[src/design/assert_macros.svh]
// Assertion helpers for the equalizer RTL.
`ifndef ASSERT_MACROS_SVH
`define ASSERT_MACROS_SVH

// Clocked assertion, off while reset is held.
`define HEQ_ASSERT(lbl, prop, msg) \
  lbl: assert property (@(posedge clk_i) disable iff (!rst_ni) (prop)) else $error(msg);

`endif

[src/design/heq_pkg.sv]
// ----------------------------------------------------------------------------
// heq_pkg
// Types and constants of the RGB histogram equalizer.
// ----------------------------------------------------------------------------
package heq_pkg;

  localparam int unsigned NumChan = 3;
  localparam int unsigned LvlW    = 8;
  localparam int unsigned Levels  = 256;
  localparam int unsigned CntW    = 20;
  localparam int unsigned CumW    = 28;   // 256 saturated counts
  localparam int unsigned NumW    = 36;   // 255 * cumulative count
  localparam int unsigned FpW     = 20;

  localparam logic [CntW-1:0] CntMax    = '1;
  localparam logic [LvlW-1:0] OutMax    = 8'd255;
  localparam logic [LvlW-1:0] LvlLast   = 8'd255;
  localparam logic [FpW-1:0]  FpReset   = 20'd120000;

  typedef enum logic [0:0] {
    OP_COUNT = 1'b0,
    OP_MAP   = 1'b1
  } op_e;

  typedef struct packed {
    logic            op;
    logic [LvlW-1:0] chan0_in;
    logic [LvlW-1:0] chan1_in;
    logic [LvlW-1:0] chan2_in;
  } in_word_t;

  typedef struct packed {
    logic [LvlW-1:0] chan0_out;
    logic [LvlW-1:0] chan1_out;
    logic [LvlW-1:0] chan2_out;
  } out_word_t;

  typedef struct packed {
    logic busy;
    logic done;
  } div_stat_t;

endpackage

[src/design/heq_div.sv]
// ----------------------------------------------------------------------------
// heq_div
// Three-lane restoring divider, one quotient bit per cycle, clipped to 255.
// ----------------------------------------------------------------------------
module heq_div (
  input  logic                                       clk_i,
  input  logic                                       rst_ni,
  input  logic                                       start_i,
  input  logic [heq_pkg::NumChan-1:0][heq_pkg::NumW-1:0] num_i,
  input  logic [heq_pkg::FpW-1:0]                    den_i,
  output heq_pkg::div_stat_t                         stat_o,
  output logic [heq_pkg::NumChan-1:0][heq_pkg::LvlW-1:0] quo_o
);
  import heq_pkg::*;

  logic [NumChan-1:0][NumW-1:0] rem_q, rem_d;
  logic [NumChan-1:0][LvlW-1:0] quo_q, quo_d;
  logic [NumChan-1:0]           sat_q, sat_d;
  logic [3:0]                   bit_q, bit_d;
  logic                         busy_q, busy_d;
  logic                         done_q, done_d;
  logic [NumW-1:0]              dsh;

  // First step (bit 8) only flags a quotient above 255; a zero divisor lands there too.
  assign dsh = {{(NumW-FpW){1'b0}}, den_i} << bit_q;

  always_comb begin
    rem_d  = rem_q;
    quo_d  = quo_q;
    sat_d  = sat_q;
    bit_d  = bit_q;
    busy_d = busy_q;
    done_d = 1'b0;
    if (start_i) begin
      rem_d  = num_i;
      quo_d  = '0;
      sat_d  = '0;
      bit_d  = 4'd8;
      busy_d = 1'b1;
    end else if (busy_q) begin
      for (int c = 0; c < NumChan; c++) begin
        if (rem_q[c] >= dsh) begin
          if (bit_q == 4'd8) begin
            sat_d[c] = 1'b1;
          end else begin
            rem_d[c]            = rem_q[c] - dsh;
            quo_d[c][bit_q[2:0]] = 1'b1;
          end
        end
      end
      if (bit_q == 4'd0) begin
        busy_d = 1'b0;
        done_d = 1'b1;
      end else begin
        bit_d = bit_q - 4'd1;
      end
    end
  end

  always_ff @(posedge clk_i or negedge rst_ni) begin
    if (!rst_ni) begin
      busy_q <= 1'b0;
      done_q <= 1'b0;
      bit_q  <= '0;
    end else begin
      busy_q <= busy_d;
      done_q <= done_d;
      bit_q  <= bit_d;
    end
  end

  always_ff @(posedge clk_i) begin
    rem_q <= rem_d;
    quo_q <= quo_d;
    sat_q <= sat_d;
  end

  always_comb begin
    for (int c = 0; c < NumChan; c++) begin
      quo_o[c] = sat_q[c] ? OutMax : quo_q[c];
    end
  end

  assign stat_o.busy = busy_q;
  assign stat_o.done = done_q;

endmodule
[config.mk]
export PLATFORM = sky130hd
export DESIGN_NAME = heq_div
export DESIGN_NICKNAME = d
export VERILOG_FILES = /design/src/design/assert_macros.svh /design/src/design/heq_pkg.sv /design/src/design/heq_div.sv
export SDC_FILE = /design/constraint.sdc
export NUM_CORES = 1
export LEC_CHECK = 0
export BUFFER_PORTS_ARGS = -buffer_cell sky130_fd_sc_hd__buf_2
export CORE_MARGIN = 2
export CORE_UTILIZATION = 50
export DETAILED_ROUTE_END_ITERATION = 8
export GPL_TIMING_DRIVEN = 0
export PLACE_DENSITY = 0.7
export SYNTH_ARGS = -nofsm -noshare
export SYNTH_HDL_FRONTEND = slang
export SYNTH_SLANG_ARGS = --single-unit
[constraint.sdc]
create_clock -name clk_i -period 8.4 [get_ports clk_i]
set_clock_uncertainty 0.1 [all_clocks]
set_input_delay 0 -clock clk_i [delete_from_list [all_inputs] [get_ports clk_i]]
set_output_delay 0 -clock clk_i [all_outputs]
set_load 0.03 [all_outputs]
======== Yosys cells after proc, flatten, opt, wreduce, memory -nomap -nowiden ========
Cells that the tools add are included.
Widths: inputs -> output; s select.
storage, ports and cells
  register bits after elaboration ......... 141
  output and inout port bits .............. 26
  logic and storage cells ................. 67
operators by class
  $add $sub $neg .......................... 4
  order comparisons ....................... 5
  equality and inequality tests ........... 3
  shifts and indexed selects .............. 1
  multiplexer cells ....................... 22
  bitwise operators ....................... 4
  reduce and logical (&&, ||, !) cells .... 16
operators by type and width
  kind                 count
  $mux 108             2
  $mux 36              6
  $ge 36x36->1         3
  $sub 36x36->36       3
  $shl 20x4->36        1
  $reduce_and 3->1     9
  $mux 8               3
  $or 8x8->8           3
  $mux 4               3
  $reduce_bool 2->1    4
  $mux 1               7
  $eq 4x4->1 const B   1
  $logic_not 4->1      1
  $lt 3x4->1 const B   1
  $ne 2x2->1 const B   2
  $sub 4x1->4 const B  1
  $demux 1 s3          1
  $ge 3x1->1 const B   1
  $reduce_and 2->1     1
  $logic_and 1x1->1    1
  $not 1->1            1

======== Logic depth before layout (Yosys ltp) ========
  depth after elaboration ................. 6
  gate-level depth with buffers ........... 20
  depth with buffers taken out ............ 17

======== Least setup slack after synthesis ========
OpenSTA, ideal clock, no wires.
  path type ............................... flip-flop to flip-flop
  from .................................... reg bit_q[0]
  to ...................................... reg rem_q[100] (netlist bit), enable pin
  library setup time ...................... 479 ps
  data arrival time ....................... 5,725 ps
  path slack .............................. 2,096 ps
  cell stages (with the launch flop) ...... 15
  clock period less this slack ............ 6,304 ps
  cell sequence ........................... dfrtp_1 clkbuf_1 buf_2 clkbuf_1 mux2i_1 a21oi_1 mux2i_1 or2_2 ha_1 nand2_1 a211oi_1 o311ai_1 a211oi_1 a21oi_1 o21ai_0
between the ends
  word-level cells in the longest chain between the ends .. 4
  elaborated cells between the ends (all ways) .. 6
  those cells by class .................... order compare (1); eq/ne (2); shift (1); reduce/logical (2)
RTL lines
  element                              RTL line       source
  from (decl)                          heq_div.sv:19  logic [3:0] bit_q, bit_d;
  from (signal assigned)               heq_div.sv:68  bit_q <= bit_d;
  $shl 20x4->36                        heq_div.sv:25  assign dsh = {{(NumW-FpW){1'b0}}, den_i} << bit_q;
  $ge 36x36->1                         heq_div.sv:42  if (rem_q[c] >= dsh) begin
  $reduce_bool 2->1 (no source line)   n/a
  $reduce_and 3->1 (no source line) *  n/a
  to (signal assigned)                 heq_div.sv:73  rem_q <= rem_d;
  to (decl)                            heq_div.sv:16  logic [NumChan-1:0][NumW-1:0] rem_q, rem_d;
Mark *: on every way between the ends. The rest lies on a longest branch, timed or not.
A chain may end at the register's enable or synchronous reset.

======== Worst setup path in the final report ========
  from .................................... reg bit_q[0]
  to ...................................... reg rem_q[1] (netlist bit), enable pin
Same word-level chain as after synthesis.

==> flow_metrics.py <==
metrics = {
    "logic_synthesis": {
        "synth_top_area_share_pct": 25.89,
        "synth_cells": 1505,
        "yosysUniqueCellTypes": 75,
        "ys_warn_count": 0,
        "synth_fp_nets": 1745,
        "syn_area_per_cell_um2": 8.324,
        "yosysSeqAreaShare_pct": 31.40,
        "async_flop_share_pct": 4.255,
        "synth_area_leaders": "edfxtp_1, ha_1, nand2_1",
        "netlist_area_um2": 12530,
        "ys.flop_type": "edfxtp_1",
        "synth_edf_count": 108,
        "yosys.area.top_type": "edfxtp_1",
        "synth_seq_cells": 141,
    },
    "timing": {
        "rsz0062_at_grt": "no",
        "fin_crit_ns": 6.347,
        "worst_slew_pin_slew_ns": 1.087,
        "slew_viol_final": 0,
        "fin_crit_sh_pct": 75.56,
        "finalHoldViolCount": 0,
        "setup_viol": 0,
        "fin_ws_ns": 2.053,
        "relSlewSlack_pct": 26.79,
        "clock.fmax_ghz": 0.1576,
    },
    "die": {
        "die_x_um": 162.3,
        "design.die.area_um2": 26340,
        "die_h_um": 162.3,
        "io_pins": 157,
        "core.rowCount": 57,
        "core_region_area_um2": 24460,
        "start_util_pct": 51.21,
    },
    "clock_network": {
        "clock_latency_ns": 0.44,
        "root_buffer": "clkbuf_16",
        "post_cts_buffers": 0,
        "clk_path_buf_depth": 2,
        "htree_num_levels": 4,
        "clkTransAtPathRegs_ns": 0.06,
        "cts_made_buffers": 17,
        "cts.sinks": 141,
        "cts_resized": 0,
        "cts_tree": "yes",
    },
    "global_routing": {
        "overflow": 0,
        "grt_usage_pct": 32.34,
        "grt_pass1_wl_mm": 66.09,
        "grt_max_degree": 37,
        "grt_antenna_before_repair": 0,
        "grt_pass1_vias": 12430,
    },
    "finish": {
        "antenna_cells": 0,
        "final_area_um2": 15830,
        "area_delta_synth_final_pct": 26.32,
        "final_cell_mix": "nand2_1, buf_2, o21ai_0",
        "n_fill_cell": 2105,
        "fin_nets": 2068,
        "final_common_cell": "nand2_1",
        "postLayoutCoreUtil_pct": 64.69,
        "drive_gt1_share_pct": 13.85,
    },
    "drt": {
        "dr.pass1.iters": 6,
        "post_drt_via_cell_ratio": 5.993,
        "drc_errors": 0,
        "wl_per_cell_um": 19.70,
        "drt-initial-drc-count": 1407,
        "vias": 12970,
        "ant_nets": 0,
        "wl_mm": 42.65,
    },
    "place": {
        "placed_area_um2": 13770,
        "place.gp.congestion": 0.9361,
        "dp_worst_setup_slack_ns": 2.217,
        "hpwlAfterDp_mm": 31.52,
        "io_buffer_count": 155,
    },
    "worst_setup_path": {
        "critical_path_buf_inv_count": 3,
        "cp-start-kind": "flop",
        "crit_arrival_ns": 6.32,
        "critPathMaxFanout": 36,
        "cp-end-kind": "flop",
        "path_delay_family": "compound AO/OA/AOI/OAI gates",
        "slowest_delay_ns": 0.72,
        "crit_top_cell": "mux2i_1",
        "path_cells": "clkbuf_1, buf_2, clkbuf_1, mux2i_1, mux2i_1, mux2i_1, nor2_1, a21oi_1, ha_1, and4_1, and3_1, o21ai_2, o21ai_4, a21oi_1, o21a_1, o41ai_4, nand2_1, nand2_2",
        "crit_slowest_cell": "o41ai_4",
        "required_ns": 8.37,
        "crit_type": "reg -> reg",
    },
    "flow_run": {
        "cap_viol_max_count": 0,
    },
    "run_status": {
        "status": "finished, final reports clean",
    },
    "hold_path": {
        "hp-class": "in -> reg",
    },
}
[metal layers]
layer  wire length (µm)  GRT usage, %  vias up
met3               2956         4.392      122
met4               1818         13.44        0
met2              19840         54.18      574
li1                   -             -     6195
met5                  0             0        -
met1              18040         42.16     6083
[worst reg2reg max path: stages, from the launching register on]
cell and delay [ns]:
dfrtp_1 0.32, clkbuf_1 0.24, buf_2 0.31, clkbuf_1 0.46, mux2i_1 0.30, mux2i_1 0.13, mux2i_1 0.25, nor2_1 0.07
a21oi_1 0.67, ha_1 0.37, and4_1 0.29, and3_1 0.22, o21ai_2 0.08, o21ai_4 0.22, a21oi_1 0.11, o21a_1 0.28
o41ai_4 0.72, nand2_1 0.15, nand2_2 0.68
[timing repair]
| item | CTS | global route |
|---|---|---|
| hold buffers | 147 | 0 |
| hold endpoints to repair | 114 | 0 |
| setup endpoints to repair | 0 | 0 |
[stage by stage]
step | setup TNS [ns] | hold WS [ns] | std cells
after floorplan | 0 | -0.3956 | 1505
after global placement | -41.48 | -0.2711 | 1984
after detailed placement | 0 | -0.2724 | 1986
after CTS | 0 | 0.01114 | 2165
after global routing | 0 | 0.03852 | 2165
final | 0 | 0.02500 | 2165
[sequential cells by signal, indices dropped and copies added (netlist names)]
signal,flops
bit_q,4
busy_q,1
done_q,1
quo_q,24
rem_q,108
sat_q,3
[logic make-up (layout without fill, tap and decap cells)]
family / count (synthesis) / after routing / share of synthesized area, %
flip-flops: 141 / 141 / 31.40
AND/OR/NAND/NOR: 517 / 517 / 19.13
buffers and inverters: 106 / 442 / 3.246
XOR/XNOR: 91 / 91 / 6.362
AO/OA/AOI/OAI: 497 / 497 / 24.54
adder cells (fa/ha/maj): 109 / 109 / 11.07
multiplexers: 44 / 44 / 4.264
[layout make-up]
cell class | instances | area [µm²] | share of cell area (%)
Inverter | 28 | 105.1 | 0.6641
Buffer | 78 | 301.5 | 1.905
Tap cell | 324 | 405.4 | 2.562
Timing Repair Buffer | 304 | 2295 | 14.50
Clock buffer | 22 | 508.0 | 3.210
Multi-Input combinational cell | 1258 | 8204 | 51.84
Clock inverter | 10 | 72.57 | 0.4586
Sequential cell | 141 | 3934 | 24.86
[final timing paths]
check / slack (ns) / to / startpoint / cells after the start
hold / removal: 0.03 / rem_q[52] / start_i / 2
max in group asynchronous: 7.60 / bit_q[2] / rst_ni / 3
setup / recovery: 2.05 / rem_q[1] / bit_q[0] / 18
min in group asynchronous: 0.38 / done_q / rst_ni / 3
setup reg to reg: 2.05 / rem_q[1] / bit_q[0] / 18
hold reg to reg: 0.36 / quo_q[11] / quo_q[11] / 1
[synth_stat cells (5+ instances only)]
cell	count
and4_1	6
nor3_1	21
and2_1	5
nor2b_1	22
buf_1	6
o2111ai_1	5
mux2_2	15
a31oi_1	28
o21ai_1	7
a211oi_1	13
a21oi_1	126
nand2b_1	16
nand3_1	31
dfrtp_1	6
o211ai_1	7
nand2_1	208
mux4_2	6
a211o_1	7
mux2i_1	23
o2bb2ai_1	5
ha_1	106
or2_2	28
o21bai_1	12
edfxtp_1	108
or3_1	7
o31ai_1	13
nand4_1	23
clkbuf_1	69
dfxtp_1	27
a21o_1	65
inv_1	26
and3_1	17
xnor2_1	51
o21ai_0	155
o21a_1	14
xor2_1	40
nor2_1	116
Power is left out: the tool's default activity adds up to more than one toggle a clock period on the data nets, which glitch-free logic cannot reach.
